[src/rtl/core/bsms_pkg.sv]
package bsms_pkg;

  localparam int BANK_BYTES_DEF = 49152;

  localparam logic [1:0] OP_SNOOP = 2'd0;
  localparam logic [1:0] OP_QUERY = 2'd1;
  localparam logic [1:0] OP_EPOCH = 2'd2;

  localparam logic [10:0] SW_TEXT    = 11'h001;
  localparam logic [10:0] SW_MIXED   = 11'h002;
  localparam logic [10:0] SW_PAGE2   = 11'h004;
  localparam logic [10:0] SW_HIRES   = 11'h008;
  localparam logic [10:0] SW_80STORE = 11'h010;
  localparam logic [10:0] SW_AUXREAD = 11'h020;
  localparam logic [10:0] SW_AUXWR   = 11'h040;
  localparam logic [10:0] SW_ALTZP   = 11'h080;
  localparam logic [10:0] SW_80COL   = 11'h100;
  localparam logic [10:0] SW_ALTCHAR = 11'h200;
  localparam logic [10:0] SW_DHIRES  = 11'h400;
  localparam logic [10:0] KNOWN_PLAIN = 11'h7F0;

  localparam int IN_DATA_W  = 64;
  localparam int OUT_DATA_W = 96;

  typedef struct packed {
    logic accept;
    logic clear_en;
    logic load_query;
  } cmd_t;

  typedef struct packed {
    logic op_query;
    logic epoch_change;
    logic clr_last;
  } sts_t;

endpackage

[src/rtl/core/bsms_ctrl.sv]
module bsms_ctrl (
  input  logic          clk,
  input  logic          rst_n,
  input  logic          in_tvalid,
  output logic          in_tready,
  output logic          out_tvalid,
  input  logic          out_tready,
  input  bsms_pkg::sts_t sts,
  output bsms_pkg::cmd_t cmd
);

  localparam logic [1:0] ST_CLEAR = 2'd0;
  localparam logic [1:0] ST_IDLE  = 2'd1;
  localparam logic [1:0] ST_READ  = 2'd2;

  logic [1:0] state_r, state_nxt;
  logic       out_valid_r, out_valid_nxt;
  logic       acc;

  assign in_tready  = (state_r == ST_IDLE) && (!out_valid_r || out_tready);
  assign acc        = in_tvalid && in_tready;
  assign out_tvalid = out_valid_r;

  always_comb begin
    state_nxt      = state_r;
    out_valid_nxt  = out_valid_r && !out_tready;
    cmd.accept     = acc;
    cmd.clear_en   = 1'b0;
    cmd.load_query = 1'b0;
    unique case (state_r)
      ST_CLEAR: begin
        cmd.clear_en = 1'b1;
        if (sts.clr_last) state_nxt = ST_IDLE;
      end
      ST_IDLE: begin
        if (acc) begin
          if (sts.op_query) begin
            state_nxt = ST_READ;
          end else begin
            out_valid_nxt = 1'b1;
            // a new epoch wipes the valid bits before the next beat
            if (sts.epoch_change) state_nxt = ST_CLEAR;
          end
        end
      end
      ST_READ: begin
        cmd.load_query = 1'b1;
        out_valid_nxt  = 1'b1;
        state_nxt      = ST_IDLE;
      end
      default: state_nxt = ST_CLEAR;
    endcase
  end

  always_ff @(posedge clk) begin
    if (!rst_n) begin
      state_r     <= ST_CLEAR;
      out_valid_r <= 1'b0;
    end else begin
      state_r     <= state_nxt;
      out_valid_r <= out_valid_nxt;
    end
  end

`ifndef SYNTHESIS
  a_ready_idle: assert property (@(posedge clk) disable iff (!rst_n)
    in_tready |-> state_r == ST_IDLE) else $error("ready outside idle");
  a_read_out: assert property (@(posedge clk) disable iff (!rst_n)
    state_r == ST_READ |=> out_valid_r) else $error("query result not shown");
  a_read_one: assert property (@(posedge clk) disable iff (!rst_n)
    state_r == ST_READ |=> state_r == ST_IDLE) else $error("read state held");
  a_epoch_clear: assert property (@(posedge clk) disable iff (!rst_n)
    acc && !sts.op_query && sts.epoch_change |=> state_r == ST_CLEAR)
    else $error("epoch change without clear");
`endif

endmodule

[config.mk]
export PLATFORM = sky130hd
export DESIGN_NAME = bsms_ctrl
export DESIGN_NICKNAME = d
export VERILOG_FILES = /design/src/rtl/core/bsms_pkg.sv /design/src/rtl/core/bsms_ctrl.sv
export SDC_FILE = /design/constraint.sdc
export NUM_CORES = 1
export LEC_CHECK = 0
export ABC_AREA = 1
export BUFFER_PORTS_ARGS = -buffer_cell sky130_fd_sc_hd__buf_4
export CAP_MARGIN = 10
export CORE_AREA = 2 2 39 41
export CTS_CLUSTER_DIAMETER = 100
export DETAILED_ROUTE_END_ITERATION = 16
export DIE_AREA = 0 0 41 43
export PLACE_DENSITY_LB_ADDON = 0.15
export SYNTH_ARGS = -nofsm -noshare
export SYNTH_HDL_FRONTEND = slang
export SYNTH_SLANG_ARGS = --single-unit
[constraint.sdc]
create_clock -name clk -period 2.55 [get_ports clk]
set_input_delay 0.1275 -clock clk [delete_from_list [all_inputs] [get_ports clk]]
set_output_delay 0.1275 -clock clk [all_outputs]
set_load 0.01 [all_outputs]
==> Yosys cells after proc, flatten, opt, wreduce, memory -nomap -nowiden <==
Index checks and enable logic that the tools add are counted.
W data, S select, Z words.
{ "op_classes": {"n_mux": 10, "n_eq_ne": 5, "n_reduce_logical": 8} }
{ "ops": {"columns": ["op", "n"], "rows": [
  ["$mux W2", 4],
  ["$pmux W2 S3", 1],
  ["$mux W1", 4],
  ["$ne A2 B2 Y1 const B", 2],
  ["$logic_and A1 B1 Y1", 3],
  ["$ne A3 B3 Y1 const B", 1],
  ["$reduce_and A3 Y1", 1],
  ["$eq A2 B1 Y1 const B", 1],
  ["$eq A2 B2 Y1 const B", 1],
  ["$logic_not A1 Y1", 2],
  ["$logic_not A2 Y1", 1],
  ["$pmux W1 S2", 1],
  ["$logic_or A1 B1 Y1", 1]
]} }
{ "totals": {"in_bits": 7, "word_cells": 25, "ff_bits": 3, "out_inout_bits": 5} }

==> Depth between registers and ports, before layout <==
{ "logic_depth": {"word_depth": 6, "depth_mapped": 8, "depth_no_buf": 8} }

==> Worst setup path after synthesis <==
OpenSTA, ideal clock, no wires.
{ "synth_timing": {"path_kind": "flip-flop to flip-flop", "start": "reg state_r[0]", "end": "reg state_r[0]", "t_arrival_ps": 1115, "path_slack_ps": 1321, "path_stages_with_launch": 9, "setup_ps": 114, "t_required_ps": 2436, "n_path_buf": 0, "synth_period_minus_slack_ps": 1229, "cell_sequence": "dfxtp_1 -> inv_1 -> ha_1 -> inv_1 -> or2_1 -> nand3_4 -> nand2_1 -> nand2_1 -> nor2_2"} }
{ "synth_between": {"elab_chain_len": 5, "word_cells_on_any_way": 10, "cone_classes": "5 x eq/ne; 1 x mux; 4 x reduce/logical"} }
{ "synth_lines": {"columns": ["element", "line", "rtl"], "rows": [
  ["start, declared", "bsms_ctrl.sv:16", "logic [1:0] state_r, state_nxt;"],
  ["start signal, assigned", "bsms_ctrl.sv:60", "state_r <= state_nxt;"],
  ["$eq A2 B1 Y1", "bsms_ctrl.sv:20, bsms_ctrl.sv:30", null],
  ["$logic_and A1 B1 Y1", "bsms_ctrl.sv:20", "assign in_tready = (state_r == ST_IDLE) && (!out_valid_r || out_tready);"],
  ["$logic_and A1 B1 Y1", "bsms_ctrl.sv:21", "assign acc = in_tvalid && in_tready;"],
  ["$ne A2 B2 Y1 (no line)", null, null],
  ["$reduce_and A3 Y1 (no line)", null, null]
]} }
Parallel ways exist; a longest one is shown, timed or not.
A chain may end at the register's enable or synchronous reset.

==> flow_summary.yaml <==
run:
  drv_cap: 0
place:
  port_buffers: 11
  place_congestion: 0.705
  post-dp-hpwl_um: 451
yosys:
  synth_compound_area_share_pct: 14.2
  ys_types: 17
  synth_top_area_cell: "dfxtp_1"
  yosys_warnings: 0
  syn_nets: 49
  synth-simple-area-share_pct: 33.3
  ys_seq_area_share_pct: 21.3
  synthAdderAreaFrac_pct: 17.8
  synth.area.top_cells: "dfxtp_1 (21%), ha_1 (18%), inv_1 (8.0%), nand2_1 (8.0%), nor2_1 (6.7%)"
  synth_top_cell_area_share_pct: 21.3
  syn_avg_cell_area_um2: 7.41
  synth-seq-cells: 3
  synth_top_family_by_area: "simple AND/OR/NAND/NOR gates"
  synth_area_um2: 282
  synthXorXnorAreaFrac_pct: 0
  synth_mux_area_share_pct: 0
  synth_cells: 38
timing:
  rsz0062_at_grt: "no"
  maxSlewHeadroom_pct: 89.5
  finalCriticalPeriod_ps: 1360
  finalClockSkew_ps: 0.0968
  setup_viol: 0
  setup-tns-final_ps: 0
  final-hold-violation-count: 0
  slew_viol_final: 0
  period_share_pct: 53.2
  max_freq_mhz: 737
  hold_ws_ps: 144
  worst_slew_pin_slew_ps: 156
clock_tree:
  htreeDepth: 1
  root_buffer: "clkbuf_4"
  clkLatencyLatePin_ps: 230
  max-clock-path-buffers: 2
  ctsResizeCount: 0
  cts_tree: "yes"
  cts.sinks: 3
  postCtsSetupBuffers: 0
  clk_pin_slew_ps: 30
  cts_made_buffers: 3
  hold_buffers: 0
detailed_routing:
  drc: 0
  via_per_inst: 3.78
  wirelength_um: 540
  wl_per_cell_um: 7.94
  drtAntennaViolNets: 0
  vias: 257
  first_pass_iters: 4
  drt_iter0_drc: 8
cells_and_area:
  diodes: 0
  drive_gt1_share_pct: 40.4
  final_nets: 64
  layout-area-overhead-vs-synth_pct: 43.1
pwr:
  vdd_ir_drop_max_uv: 353
  p_int_w: 0.000261
  p_total_w: 0.000451
  power.share.clock_pct: 18.0
  seq_power_share_pct: 19.3
  switching_power_w: 0.000190
  leakagePower_nw: 0.207
  p_comb_share_pct: 62.7
  p_per_area_nw_per_um2: 1120
  switching_share_pct: 42.2
floorplan:
  start_util_pct: 20.3
  fp.dieArea_um2: 1760
  die_y_um: 43
  num_rows: 14
  fp.dieW_um: 41
  boundaryPins: 12
  core_area_um2: 1380
worst_setup_path:
  critPathMaxFanout: 4
  r2r_cells: 7
  cp_data_required_time_ps: 2420
  cp-start-kind: "flip-flop"
  end_kind: "primary output"
  path_class: "reg2out"
  cp.arrival_ps: 1230
grt:
  antenna_found_initial: 0
  grt_pass1_vias: 236
  gr-usage-all-layers_pct: 7.73
  grt.overflow.total: 0
  grt_max_degree: 6
  grt_first_pass_wirelength_um: 869
min_path:
  min_path_cells: 3
  hold_class: "in2reg"
run_status:
  status: "complete, no violations"
==> synth_stat cells <==
cell and number:
nor3_1 1, inv_1 6, a31oi_1 1, o21ai_1 1, nor2_4 1, buf_4 1, o21bai_4 1, or2_1 1
nand2_1 6, o21ai_0 1, a21oi_1 1, nor2_2 2, nor2_1 5, ha_1 4, inv_2 2, nand3_4 1
dfxtp_1 3
==> registers in the layout, summed over array words and instances, names as in the netlist <==
| name | cells |
|---|---|
| state_r | 2 |
| out_tvalid | 1 |
==> cell usage in the layout, fill, tap and decap left out, drive strengths merged <==
cell / count
o21bai: 1
nand3: 1
buf: 11
nand2: 6
o21ai: 2
ha: 4
a21oi: 1
nor3: 1
inv: 8
dfxtp: 3
nor2: 8
a31oi: 1
or2: 1
clkbuf: 4
==> cells by family (layout without fill, tap and decap cells) <==
group / after synthesis / after routing
adders and majority gates: 4 / 4
and+or+nand+nor: 17 / 17
AOI/OAI and AO/OA: 5 / 5
DFF: 3 / 3
buffers and inverters: 9 / 23
==> final cells by class <==
cell class / instances / area [um^2]
timing repair buffer: 11 / 82.6
fill: 160 / 981
tap: 16 / 20.0
multi-input combinational: 26 / 184
clock buffer: 4 / 26.3
inverter: 8 / 30.0
sequential: 3 / 60.1
==> critical path: stages (launching register included) <==
cell and delay, ps:
dfxtp_1 310, inv_1 90, ha_1 220, inv_2 60, nor3_1 170, buf_4 150
==> power by group through the flow <==
stage	Clock [W]	Sequential [W]	Combinational, W
floorplan	0	0.0000881	0.000200
global placement	0	0.0000872	0.000290
detailed placement	0	0.0000883	0.000288
CTS	0.0000872	0.0000875	0.000288
global route	0.0000914	0.0000890	0.000326
finish	0.0000811	0.0000870	0.000283
==> metrics by stage <==
stage / utilization (%) / instances / worst slack, ps / instance area (um^2)
floorplan: - / 38 / 1320 / 282
global placement: 27.2 / 64 / 1260 / 377
detailed placement: 27.2 / 64 / 1270 / 377
CTS: 29.1 / 68 / 1160 / 403
global route: 29.1 / 68 / 1050 / 403
finish: 29.1 / 68 / 1190 / 403
==> layer usage <==
metal	global-route usage, %	wire (um)	vias up
met1	9.32	251	104
li1	-	-	145
met5	0	0	-
met2	10.3	255	8
met4	8.00	0	0
met3	1.57	33	0
==> path summary, 6_finish.rpt <==
| kind | from | endpoint | slack, ps |
|---|---|---|---|
| worst min register to register | state_r[1] | state_r[1] | 600 |
| worst max register to register | state_r[0] | state_r[1] | 1290 |
| worst min-delay path | rst_n | state_r[1] | 140 |
| worst max-delay path | state_r[1] | cmd[2] | 1190 |
Power figures use the tool's default switching activity.
